===== src/rtl/core/mcfe_pkg.sv =====
// shared types and constants of the color fade engine
// no dependencies
`default_nettype none

package mcfe_pkg;

  localparam int NUM_CHANNELS = 8;
  localparam int CH_W         = 3;
  localparam int COLOR_W      = 15;
  localparam int FRAME_W      = 16;
  localparam int COMP_W       = 5;
  localparam int WEIGHT_W     = 9;
  localparam int FRAC_W       = 8;
  localparam int DVD_W        = FRAME_W + FRAC_W;
  localparam int DIV_CNT_W    = $clog2(DVD_W);
  localparam int IN_DATA_W    = 56;
  localparam int OUT_DATA_W   = 24;

  localparam logic [WEIGHT_W-1:0] WEIGHT_ONE = 9'h100;

  localparam logic OP_START = 1'b0;
  localparam logic OP_TICK  = 1'b1;

  typedef enum logic [2:0] {
    ST_IDLE,
    ST_SCAN,
    ST_DIV,
    ST_MIX,
    ST_OUT
  } fsm_state_e;

  typedef struct packed {
    logic load;
    logic idx_clear;
    logic idx_inc;
    logic div_start;
    logic div_step;
    logic mix;
    logic advance;
  } dp_cmd_t;

  typedef struct packed {
    logic cur_active;
    logic cur_instant;
    logic idx_last;
    logic div_done;
  } dp_sts_t;

endpackage

`default_nettype wire


===== src/rtl/core/mcfe_datapath.sv =====
// channel table, shift-subtract divider and color mixer
// depends on mcfe_pkg
`default_nettype none

module mcfe_datapath (
  input  wire logic                                clk_i,
  input  wire logic                                rst_ni,
  input  wire mcfe_pkg::dp_cmd_t                   cmd_i,
  output mcfe_pkg::dp_sts_t                        sts_o,
  input  wire logic [mcfe_pkg::CH_W-1:0]           ld_channel_i,
  input  wire logic [mcfe_pkg::COLOR_W-1:0]        ld_from_i,
  input  wire logic [mcfe_pkg::COLOR_W-1:0]        ld_to_i,
  input  wire logic [mcfe_pkg::FRAME_W-1:0]        ld_frames_i,
  output logic [mcfe_pkg::CH_W-1:0]                out_channel_o,
  output logic [mcfe_pkg::COLOR_W-1:0]             out_color_o,
  output logic                                     out_last_o
);

  localparam int N   = mcfe_pkg::NUM_CHANNELS;
  localparam int CW  = mcfe_pkg::CH_W;
  localparam int FW  = mcfe_pkg::FRAME_W;
  localparam int DW  = mcfe_pkg::DVD_W;
  localparam int WW  = mcfe_pkg::WEIGHT_W;
  localparam int PW  = mcfe_pkg::COMP_W + WW;

  logic [N-1:0]                        active_q, active_d;
  logic [mcfe_pkg::COLOR_W-1:0]        from_q  [N];
  logic [mcfe_pkg::COLOR_W-1:0]        to_q    [N];
  logic [FW-1:0]                       len_q   [N];
  logic [FW-1:0]                       elap_q  [N];

  logic [CW-1:0]                       idx_q, idx_d;
  logic [DW-1:0]                       quo_q, quo_d;
  logic [FW-1:0]                       rem_q, rem_d;
  logic [mcfe_pkg::DIV_CNT_W-1:0]      cnt_q, cnt_d;

  logic [CW-1:0]                       out_ch_q;
  logic [mcfe_pkg::COLOR_W-1:0]        out_color_q;
  logic                                out_last_q;

  logic [FW-1:0]                       cur_len, cur_elap, divisor, elap_inc;
  logic [mcfe_pkg::COLOR_W-1:0]        cur_from, cur_to, mix_color;
  logic [FW:0]                         rem_sh;
  logic                                sub_ok, any_above, ld_valid;
  logic [WW-1:0]                       w, w_inv;

  function automatic logic [mcfe_pkg::COMP_W-1:0] mix_comp(
    input logic [mcfe_pkg::COMP_W-1:0] a,
    input logic [mcfe_pkg::COMP_W-1:0] b,
    input logic [mcfe_pkg::WEIGHT_W-1:0] wa,
    input logic [mcfe_pkg::WEIGHT_W-1:0] wb
  );
    logic [PW-1:0] sum;
    sum = PW'(a) * PW'(wa) + PW'(b) * PW'(wb);
    return sum[mcfe_pkg::FRAC_W +: mcfe_pkg::COMP_W];
  endfunction

  assign cur_len  = len_q[idx_q];
  assign cur_elap = elap_q[idx_q];
  assign cur_from = from_q[idx_q];
  assign cur_to   = to_q[idx_q];
  assign divisor  = cur_len - FW'(1);
  assign elap_inc = cur_elap + FW'(1);
  assign ld_valid = (int'(ld_channel_i) < N);

  assign rem_sh = {rem_q, quo_q[DW-1]};
  assign sub_ok = (rem_sh >= {1'b0, divisor});

  always_comb begin
    any_above = 1'b0;
    for (int i = 0; i < N; i++) begin
      if (i > int'(idx_q) && active_q[i]) begin
        any_above = 1'b1;
      end
    end
  end

  assign w     = (quo_q > DW'(mcfe_pkg::WEIGHT_ONE)) ? mcfe_pkg::WEIGHT_ONE : quo_q[WW-1:0];
  assign w_inv = mcfe_pkg::WEIGHT_ONE - w;

  always_comb begin
    if (cur_len > FW'(1)) begin
      mix_color = {mix_comp(cur_from[14:10], cur_to[14:10], w_inv, w),
                   mix_comp(cur_from[9:5],   cur_to[9:5],   w_inv, w),
                   mix_comp(cur_from[4:0],   cur_to[4:0],   w_inv, w)};
    end else begin
      mix_color = cur_to;
    end
  end

  always_comb begin
    idx_d = idx_q;
    if (cmd_i.idx_clear) begin
      idx_d = '0;
    end else if (cmd_i.idx_inc) begin
      idx_d = idx_q + CW'(1);
    end
  end

  always_comb begin
    quo_d = quo_q;
    rem_d = rem_q;
    cnt_d = cnt_q;
    if (cmd_i.div_start) begin
      quo_d = {cur_elap, {mcfe_pkg::FRAC_W{1'b0}}};
      rem_d = '0;
      cnt_d = '0;
    end else if (cmd_i.div_step) begin
      quo_d = {quo_q[DW-2:0], sub_ok};
      rem_d = sub_ok ? FW'(rem_sh - {1'b0, divisor}) : rem_sh[FW-1:0];
      cnt_d = cnt_q + mcfe_pkg::DIV_CNT_W'(1);
    end
  end

  always_comb begin
    active_d = active_q;
    if (cmd_i.load && ld_valid) begin
      active_d[ld_channel_i] = 1'b1;
    end else if (cmd_i.advance) begin
      active_d[idx_q] = (elap_inc < cur_len);
    end
  end

  always_ff @(posedge clk_i or negedge rst_ni) begin
    if (!rst_ni) begin
      active_q <= '0;
      idx_q    <= '0;
      cnt_q    <= '0;
    end else begin
      active_q <= active_d;
      idx_q    <= idx_d;
      cnt_q    <= cnt_d;
    end
  end

  always_ff @(posedge clk_i) begin
    quo_q <= quo_d;
    rem_q <= rem_d;
    if (cmd_i.load && ld_valid) begin
      from_q[ld_channel_i] <= ld_from_i;
      to_q[ld_channel_i]   <= ld_to_i;
      len_q[ld_channel_i]  <= ld_frames_i;
      elap_q[ld_channel_i] <= '0;
    end else if (cmd_i.advance) begin
      elap_q[idx_q] <= elap_inc;
    end
    if (cmd_i.mix) begin
      out_ch_q    <= idx_q;
      out_color_q <= mix_color;
      out_last_q  <= !any_above;
    end
  end

  assign sts_o.cur_active  = active_q[idx_q];
  assign sts_o.cur_instant = (cur_len <= FW'(1));
  assign sts_o.idx_last    = (idx_q == CW'(N - 1));
  assign sts_o.div_done    = (cnt_q == mcfe_pkg::DIV_CNT_W'(DW - 1));

  assign out_channel_o = out_ch_q;
  assign out_color_o   = out_color_q;
  assign out_last_o    = out_last_q;

endmodule

`default_nettype wire


===== src/rtl/core/mcfe_ctrl.sv =====
// sequencer for request handling, channel scan, division and output
// depends on mcfe_pkg
`default_nettype none

module mcfe_ctrl (
  input  wire logic               clk_i,
  input  wire logic               rst_ni,
  input  wire logic               in_valid_i,
  output logic                    in_ready_o,
  input  wire logic               in_op_i,
  output logic                    out_valid_o,
  input  wire logic               out_ready_i,
  output mcfe_pkg::dp_cmd_t       cmd_o,
  input  wire mcfe_pkg::dp_sts_t  sts_i
);

  mcfe_pkg::fsm_state_e state_q, state_d;

  always_ff @(posedge clk_i or negedge rst_ni) begin
    if (!rst_ni) begin
      state_q <= mcfe_pkg::ST_IDLE;
    end else begin
      state_q <= state_d;
    end
  end

  always_comb begin
    state_d     = state_q;
    cmd_o       = '0;
    in_ready_o  = 1'b0;
    out_valid_o = 1'b0;
    case (state_q)
      mcfe_pkg::ST_IDLE: begin
        in_ready_o = 1'b1;
        if (in_valid_i) begin
          if (in_op_i == mcfe_pkg::OP_START) begin
            cmd_o.load = 1'b1;
          end else begin
            cmd_o.idx_clear = 1'b1;
            state_d         = mcfe_pkg::ST_SCAN;
          end
        end
      end
      mcfe_pkg::ST_SCAN: begin
        if (sts_i.cur_active) begin
          if (sts_i.cur_instant) begin
            state_d = mcfe_pkg::ST_MIX;
          end else begin
            cmd_o.div_start = 1'b1;
            state_d         = mcfe_pkg::ST_DIV;
          end
        end else if (sts_i.idx_last) begin
          state_d = mcfe_pkg::ST_IDLE;
        end else begin
          cmd_o.idx_inc = 1'b1;
        end
      end
      mcfe_pkg::ST_DIV: begin
        cmd_o.div_step = 1'b1;
        if (sts_i.div_done) begin
          state_d = mcfe_pkg::ST_MIX;
        end
      end
      mcfe_pkg::ST_MIX: begin
        cmd_o.mix = 1'b1;
        state_d   = mcfe_pkg::ST_OUT;
      end
      mcfe_pkg::ST_OUT: begin
        out_valid_o = 1'b1;
        if (out_ready_i) begin
          cmd_o.advance = 1'b1;
          if (sts_i.idx_last) begin
            state_d = mcfe_pkg::ST_IDLE;
          end else begin
            cmd_o.idx_inc = 1'b1;
            state_d       = mcfe_pkg::ST_SCAN;
          end
        end
      end
      default: begin
        state_d = mcfe_pkg::ST_IDLE;
      end
    endcase
  end

endmodule

`default_nettype wire


===== src/rtl/core/multichannel_color_fade_engine_core.sv =====
// top level of the multichannel BGR555 color fade engine
// depends on mcfe_pkg, mcfe_ctrl and mcfe_datapath
//
//   channel   dir   tdata (low bit up)                            side
//   s_axis    in    channel, start_color, end_color, frame_total   tuser = op
//   m_axis    out   out_channel, out_color                         tlast = last
//
// a start request is taken while idle and loads its channel
// a tick scans the channels in order; each active channel with a multi-frame fade
// goes through the one-bit-per-cycle divider, the mixer and the output register,
// while an instant one skips the divider
// each result waits in the output register until taken, holding the scan
// reset clears all channels to inactive
`default_nettype none

module multichannel_color_fade_engine_core (
  input  wire logic                                clk_i,
  input  wire logic                                rst_ni,
  input  wire logic                                s_axis_tvalid,
  output logic                                     s_axis_tready,
  // channel[2:0], start_color[17:3], end_color[32:18], frame_total[48:33]
  input  wire logic [mcfe_pkg::IN_DATA_W-1:0]      s_axis_tdata,
  // op
  input  wire logic                                s_axis_tuser,
  output logic                                     m_axis_tvalid,
  input  wire logic                                m_axis_tready,
  // out_channel[2:0], out_color[17:3]
  output logic [mcfe_pkg::OUT_DATA_W-1:0]          m_axis_tdata,
  output logic                                     m_axis_tlast
);

  mcfe_pkg::dp_cmd_t               cmd;
  mcfe_pkg::dp_sts_t               sts;
  logic [mcfe_pkg::CH_W-1:0]       out_channel;
  logic [mcfe_pkg::COLOR_W-1:0]    out_color;

  mcfe_ctrl u_ctrl (
    .clk_i       (clk_i),
    .rst_ni      (rst_ni),
    .in_valid_i  (s_axis_tvalid),
    .in_ready_o  (s_axis_tready),
    .in_op_i     (s_axis_tuser),
    .out_valid_o (m_axis_tvalid),
    .out_ready_i (m_axis_tready),
    .cmd_o       (cmd),
    .sts_i       (sts)
  );

  mcfe_datapath u_datapath (
    .clk_i         (clk_i),
    .rst_ni        (rst_ni),
    .cmd_i         (cmd),
    .sts_o         (sts),
    .ld_channel_i  (s_axis_tdata[2:0]),
    .ld_from_i     (s_axis_tdata[17:3]),
    .ld_to_i       (s_axis_tdata[32:18]),
    .ld_frames_i   (s_axis_tdata[48:33]),
    .out_channel_o (out_channel),
    .out_color_o   (out_color),
    .out_last_o    (m_axis_tlast)
  );

  assign m_axis_tdata = {6'b0, out_color, out_channel};

endmodule

`default_nettype wire


===== config.mk =====
export PLATFORM = sky130hd
export DESIGN_NAME = multichannel_color_fade_engine_core
export DESIGN_NICKNAME = d
export VERILOG_FILES = /design/src/rtl/core/mcfe_pkg.sv /design/src/rtl/core/mcfe_datapath.sv /design/src/rtl/core/mcfe_ctrl.sv /design/src/rtl/core/multichannel_color_fade_engine_core.sv
export SDC_FILE = /design/constraint.sdc
export NUM_CORES = 1
export LEC_CHECK = 0
export BUFFER_PORTS_ARGS = -buffer_cell sky130_fd_sc_hd__buf_2
export CAP_MARGIN = 10
export CORE_AREA = 2 2 299 183
export DETAILED_ROUTE_END_ITERATION = 10
export DIE_AREA = 0 0 301 185
export PLACE_DENSITY = 0.78
export SLEW_MARGIN = 10
export SYNTH_ARGS = -nofsm -noshare
export SYNTH_HDL_FRONTEND = slang
export SYNTH_SLANG_ARGS = --single-unit

===== constraint.sdc =====
create_clock -name clk_i -period 14.6 [get_ports clk_i]
set_input_delay 0 -clock clk_i [delete_from_list [all_inputs] [get_ports clk_i]]
set_output_delay 0 -clock clk_i [all_outputs]
set_load 0.005 [all_outputs]

==> results of run 1 <==
-- per-stage QoR --
stage	power, mW	utilization (%)
floorplan	3.61	-
global placement	4.33	62.3
detailed placement	4.40	62.3
CTS	5.83	66.6
global route	6.13	66.6
finish	5.92	66.6
-- worst max-delay path: stages, from the launching register on --
cell	delay, ns
dfrtp_4	0.79
buf_4	0.55
buf_4	0.63
and3b_1	0.95
a22oi_1	0.22
and3_1	0.42
or2_2	0.37
fa_1	0.50
fa_1	0.55
inv_1	0.07
fa_1	0.52
fa_1	0.55
inv_1	0.06
fa_1	0.53
inv_1	0.05
ha_1	0.20
or4_1	0.40
a31o_2	0.27
a2111oi_2	0.45
o31ai_1	0.19
a21oi_1	0.31
xnor3_1	0.27
o21ai_1	0.13
-- path summary, 6_finish.rpt --
path | slack [ns] | to | cells past startpoint | startpoint
setup / recovery | 5.42 | u_datapath.out_color_o[9] | 22 | u_datapath.idx_q[1]
hold / removal | 0.05 | u_datapath.len_q[2][0] | 3 | s_axis_tdata[1]
setup reg to reg | 5.42 | u_datapath.out_color_o[9] | 22 | u_datapath.idx_q[1]
hold reg to reg | 0.48 | u_datapath.rem_q[15] | 1 | u_datapath.rem_q[15]
max in group asynchronous | 13.08 | u_datapath.idx_q[0] | 3 | rst_ni
min in group asynchronous | 0.71 | u_datapath.active_q[0] | 3 | rst_ni
-- placed cells by master (no fill, tap or decap), types with 52 or more instances in the layout --
cell	count
buf_2	74
buf_4	64
mux2i_1	54
nand2_1	188
fa_1	178
ha_1	130
nor2_1	195
clkbuf_16	52
edfxtp_1	531
inv_1	201
xnor2_1	55
-- synthesized netlist by cell type, types with 15 or more instances --
cell type | number | area share [%]
edfxtp_1 | 531 | 50
inv_1 | 201 | 2.4
nor2_1 | 201 | 2.4
nand2_1 | 188 | 2.2
fa_1 | 178 | 11
ha_1 | 130 | 5.1
clkbuf_1 | 62 | 0.73
xnor2_1 | 55 | 1.5
mux2i_1 | 54 | 1.7
o21ai_0 | 54 | 0.84
and2_1 | 48 | 0.94
a21oi_1 | 47 | 0.73
o22ai_1 | 42 | 0.82
a22oi_1 | 39 | 0.91
or2_2 | 35 | 0.68
mux4_2 | 33 | 2.3
mux2_2 | 31 | 1.1
nand3_1 | 29 | 0.45
buf_2 | 27 | 0.42
xor2_1 | 27 | 0.74
dfxtp_1 | 24 | 1.5
nor3_1 | 24 | 0.37
a211oi_1 | 21 | 0.49
dfrtp_1 | 19 | 1.5
a221oi_1 | 18 | 0.49
buf_4 | 16 | 0.37
a221o_1 | 15 | 0.47
a22o_1 | 15 | 0.41
nand2b_1 | 15 | 0.29
-- what timing repair did --
action	in CTS	in global routing
hold endpoints to repair	392	0
endpoints found under the setup margin	0	0
hold buffers	51	0
-- flip-flops by register name, summed over array words and instances, names as in the netlist --
name / flops
u_datapath.idx_q: 3
u_ctrl.state_q: 3
u_datapath.rem_q: 16
u_datapath.from_q: 120
u_datapath.elap_q: 128
u_datapath.out_channel_o: 3
u_datapath.to_q: 120
u_datapath.active_q: 8
u_datapath.len_q: 128
u_datapath.cnt_q: 5
u_datapath.out_color_o: 15
u_datapath.quo_q: 24
u_datapath.out_last_o: 1
-- power by group --
part | internal, mW | switching (mW)
Clock | 0.802 | 0.628
Sequential | 1.85 | 0.0684
Combinational | 0.880 | 1.69
Total | 3.53 | 2.39
-- logic make-up after synthesis --
| family | count (synthesis) | share of synthesized area, % |
|---|---|---|
| flip-flops | 574 | 52.7 |
| adder cells (fa/ha/maj) | 308 | 16.2 |
| XOR/XNOR | 85 | 2.43 |
| buffers and inverters | 330 | 4.71 |
| AO/OA/AOI/OAI | 363 | 8.13 |
| multiplexers | 123 | 5.32 |
| other | 1 | 0.0117 |
| AND/OR/NAND/NOR | 673 | 10.5 |
-- routing by layer --
layer	vias to the layer above	global-route usage [%]	part of all wire, %
met4	0	7.56	2.3
met5	-	0	0
met2	1382	45.5	42
met1	10800	47.0	42
met3	186	10.3	14
li1	9131	-	-
-- cell type report --
| cell class | count | share of cell area (%) |
|---|---|---|
| flip-flops and latches | 574 | 47.7 |
| repair buffers | 189 | 3.84 |
| well taps | 714 | 2.52 |
| multi-input cells | 1558 | 38.8 |
| clock buffers | 67 | 3.91 |
| diodes | 5 | 0.0353 |
| clock inverters | 28 | 1.04 |
| inverters | 202 | 2.14 |
==> impl_metrics.tcl, run 1 <==
set metrics [dict create \
    hold_path_class "in -> reg" \
    vias 21500 \
    tightest_slew_ns 1.31 \
    start_util_pct 60.2 \
    cts_htree_levels 2 \
    dieArea_sq_um 55700 \
    port_buffers 74 \
    routedWlPerCell_microns 26.0 \
    synthArstFlopShare_pct 3.31 \
    grt_overflow 0 \
    grt_pass1_wl_microns 131000 \
    route.detailed.drc 0 \
    clock.fmax_ghz 0.109 \
    syn_avg_cell_area_sq_um 13.0 \
    slew_violations 0 \
    cp-start-kind "register" \
    synth_seq_cells 574 \
    ioPinCount 88 \
    cts_repair_resize_count 0 \
    min_period_over_period_pct 62.9 \
    fin_area_sq_um 35500 \
    cts_tree "built" \
    synthDistinctLibCells 102 \
    area_growth_pct 10.6 \
    root_buffer "clkbuf_16" \
    regArea_sq_um 16900 \
    numClockSinks 574 \
    status "finished, final reports clean" \
    pre_cts_slack_ns 5.60 \
    cts_setup_buffers 0 \
    hpwl_microns 58900 \
    drive_gt1_share_pct 13.8 \
    hold_viol_final 0 \
    fin_ws_ns 5.42 \
    num_rows 66 \
    placed_cells 3186 \
    p_leak_nw 14.0 \
    cellPowerDensity_nw_per_um2 167 \
    grtUsageTotal_pct 31.7 \
    synthesis.area_sq_um 32100 \
    crit_type "reg -> reg" \
    finish.net_count 2946 \
    end_kind "register" \
    ant_nets 0 \
    cp.required_ns 15.09 \
    grt_antenna_before_repair 4 \
    synth.yosys.warnings 0 \
    die-height_microns 185 \
    rsz0062_at_grt "no" \
    core_sq_um 53300 \
    wl_microns 86800 \
    holdWs_ns 0.0522 \
    vdd_drop_max_mv 0.128 \
    maxCapViolations 0 \
    nFillCells 3674 \
    min_period_ns 9.18 \
    multi_input_area_sq_um 13800 \
    finClkSkew_ns 0.0508 \
    viasPerCell 6.45 \
    gp_congestion 0.961 \
    drt-initial-drc-count 3107 \
    seq_area_frac_synth_pct 52.7 \
    drt_first_pass_iters 6 \
    tns_ns 0 \
    die_x_microns 301 \
    setup_violations 0 \
    numCtsBuffers 52 \
    clk_latency_ns 0.64 \
    clkTransAtPathRegs_ns 0.07 \
    yosys_most_used_dff "edfxtp_1" \
    cp.arrival_ns 9.67 \
    synthCells 2457 \
    clock_path_buffers 3 \
    grt_max_degree 57 \
    grt_pass1_vias 21600 \
    placed_area_sq_um 33200 \
    synth_edf_count 531 \
    maxSlewHeadroom_pct 13.0 \
    cp_max_fo 54 \
    final_cells 3337 \
]
No activity file was read; power rests on OpenSTA's default activity.
==> run 2, diff against run 1 <==
- clock period: 14.6 -> 9.47 ns (I/O delays scaled with it)
==> run 2 against run 1 <==
  * Sequential share of layout area grew 0.059 points
  * Critical path type unchanged
  * Worst setup slack worse by 4.1 ns
  * Routed wire length increased by 0.19%
  * Clock power is 43% higher
  * Combinational power increased by 53%
  * Highest routed layer unchanged
  * Final area fell by 0.12%
  * Non-clock buffer count rose by 11
  * Count of clock-buffer cells in the layout down 5
==> impl_metrics.tcl, run 2 (same netlist as run 1, synthesis figures left out) <==
set metrics [dict create \
    status "finished, final reports clean" \
    multi_input_area_sq_um 13800 \
    ioPinCount 88 \
    final_common_cell "edfxtp_1" \
    clk_latency_ns 0.63 \
    dieArea_sq_um 55700 \
    min_period_ns 8.18 \
    seqPwrFrac_pct 33.4 \
    clock_path_buffers 3 \
    clock.fmax_ghz 0.122 \
    die-height_microns 185 \
    slew_violations 0 \
    grt_overflow 0 \
    power_frac_comb_pct 43.7 \
    cpPeakStageDelay_ns 0.94 \
    cp_max_fo 54 \
    fin_ws_ns 1.29 \
    num_rows 66 \
    cpMostUsedCell "fa_1" \
    maxCapViolations 0 \
    grt_pass1_vias 21500 \
    maxSlewHeadroom_pct 10.6 \
    crit_type "reg -> reg" \
    regArea_sq_um 16900 \
    numClockSinks 574 \
    final_cells 3347 \
    min_period_over_period_pct 86.4 \
    drt-initial-drc-count 2646 \
    fin_area_sq_um 35400 \
    cp.arrival_ns 8.55 \
    core_sq_um 53300 \
    ant_nets 0 \
    root_buffer "clkbuf_16" \
    area_growth_pct 10.5 \
    cp-start-kind "register" \
    end_kind "register" \
    drt_first_pass_iters 6 \
    final_cell_mix "edfxtp_1, inv_1, nor2_1, nand2_1, fa_1" \
    p_leak_nw 14.0 \
    internal_power_mw 5.28 \
    cts_htree_levels 2 \
    critPathSlowestCell "o22ai_1" \
    routedWlPerCell_microns 26.0 \
    placed_cells 3196 \
    grtUsageTotal_pct 31.7 \
    placed_area_sq_um 33300 \
    crit_chain "or3b_1 -> o22ai_1 -> or2_2 -> fa_1 -> fa_1 -> inv_1 -> fa_1 -> fa_1 -> inv_1 -> fa_1 -> inv_1 -> ha_1 -> o211ai_1 -> nand2_1 -> nor4b_1 -> a2111oi_2 -> o31ai_1 -> a21oi_1 -> xnor3_1 -> o21ai_1" \
    drive_gt1_share_pct 14.2 \
    hold_viol_final 0 \
    hold_path_class "in -> reg" \
    finClkSkew_ns 0.0510 \
    tns_ns 0 \
    cts_setup_buffers 0 \
    viasPerCell 6.36 \
    rsz0062_at_grt "no" \
    vdd_drop_max_mv 0.193 \
    cp.required_ns 9.84 \
    route.detailed.drc 0 \
    pre_cts_slack_ns 1.06 \
    vias 21300 \
    gp_congestion 0.981 \
    nFillCells 3755 \
    holdWs_ns 0.0438 \
    finish.net_count 2956 \
    setup_violations 0 \
    clkPwrFrac_pct 22.8 \
    cts_tree "built" \
    grt_antenna_before_repair 3 \
    start_util_pct 60.2 \
    numCtsBuffers 51 \
    clkTransAtPathRegs_ns 0.07 \
    tightest_slew_ns 1.33 \
    cellPowerDensity_nw_per_um2 253 \
    p_switching_mw 3.68 \
    critPathTopFamily "adder cells" \
    hpwl_microns 60400 \
    grt_max_degree 55 \
    reg_top3 "u_datapath.elap_q: 128 flops, u_datapath.len_q: 128 flops" \
    port_buffers 74 \
    die_x_microns 301 \
    grt_pass1_wl_microns 130000 \
    swShare_pct 41.1 \
    worst-path-buf-inv 3 \
    wl_microns 86900 \
]
run 2: worst min-delay path: cells and delay by family:
| family | cells | cell delay, ns |
|---|---|---|
| buffers and inverters | 1 | 0.13 |
| AND/OR/NAND/NOR | 2 | 0.34 |
run 2: per-layer routing:
layer  track usage [%]  part of all wire, %  vias up
li1                  -                    -     9146
met1              45.8                   41    10600
met2              44.5                   41     1338
met3              13.2                   15      157
met4              8.04                  2.3        0
met5                 0                    0        -
run 2: final cells by class:
class / instances / share of cell area [%]
inverters: 202 / 2.14
clock buffers: 62 / 3.86
diodes: 3 / 0.0212
multi-input cells: 1558 / 38.9
well taps: 714 / 2.52
clock inverters: 34 / 0.710
repair buffers: 200 / 4.10
flip-flops and latches: 574 / 47.7
run 2: power by group through the flow:
stage	sequential, mW	clock [mW]	combinational (mW)
after floorplan	2.93	0	2.64
after global placement	3.04	0	3.67
after detailed placement	3.05	0	3.75
after CTS	2.99	2.05	3.80
after global routing	3.01	2.16	4.19
final	3.00	2.04	3.92
run 2: stage by stage:
| stage | power (mW) | util (%) |
|---|---|---|
| CTS | 8.85 | 66.4 |
| global placement | 6.71 | 62.4 |
| detailed placement | 6.80 | 62.4 |
| global route | 9.36 | 66.5 |
| finish | 8.96 | 66.5 |
| floorplan | 5.57 | - |
run 2: worst paths after layout:
check,from,endpoint,slack [ns],cells after the start
worst max-delay path,u_datapath.idx_q[0],u_datapath.out_color_o[9],1.29,20
worst min-delay path,s_axis_tdata[2],u_datapath.len_q[5][4],0.04,3
worst max register to register,u_datapath.idx_q[0],u_datapath.out_color_o[9],1.29,20
worst min register to register,u_datapath.rem_q[15],u_datapath.rem_q[15],0.49,1
max in group asynchronous,rst_ni,u_datapath.idx_q[1],7.94,3
min in group asynchronous,rst_ni,u_datapath.active_q[3],0.73,3
run 2: timing repair:
item / 4_1_cts / 5_1_grt
hold endpoints to repair: 391 / 0
hold buffers: 51 / 0
resized for setup: 0 / 0
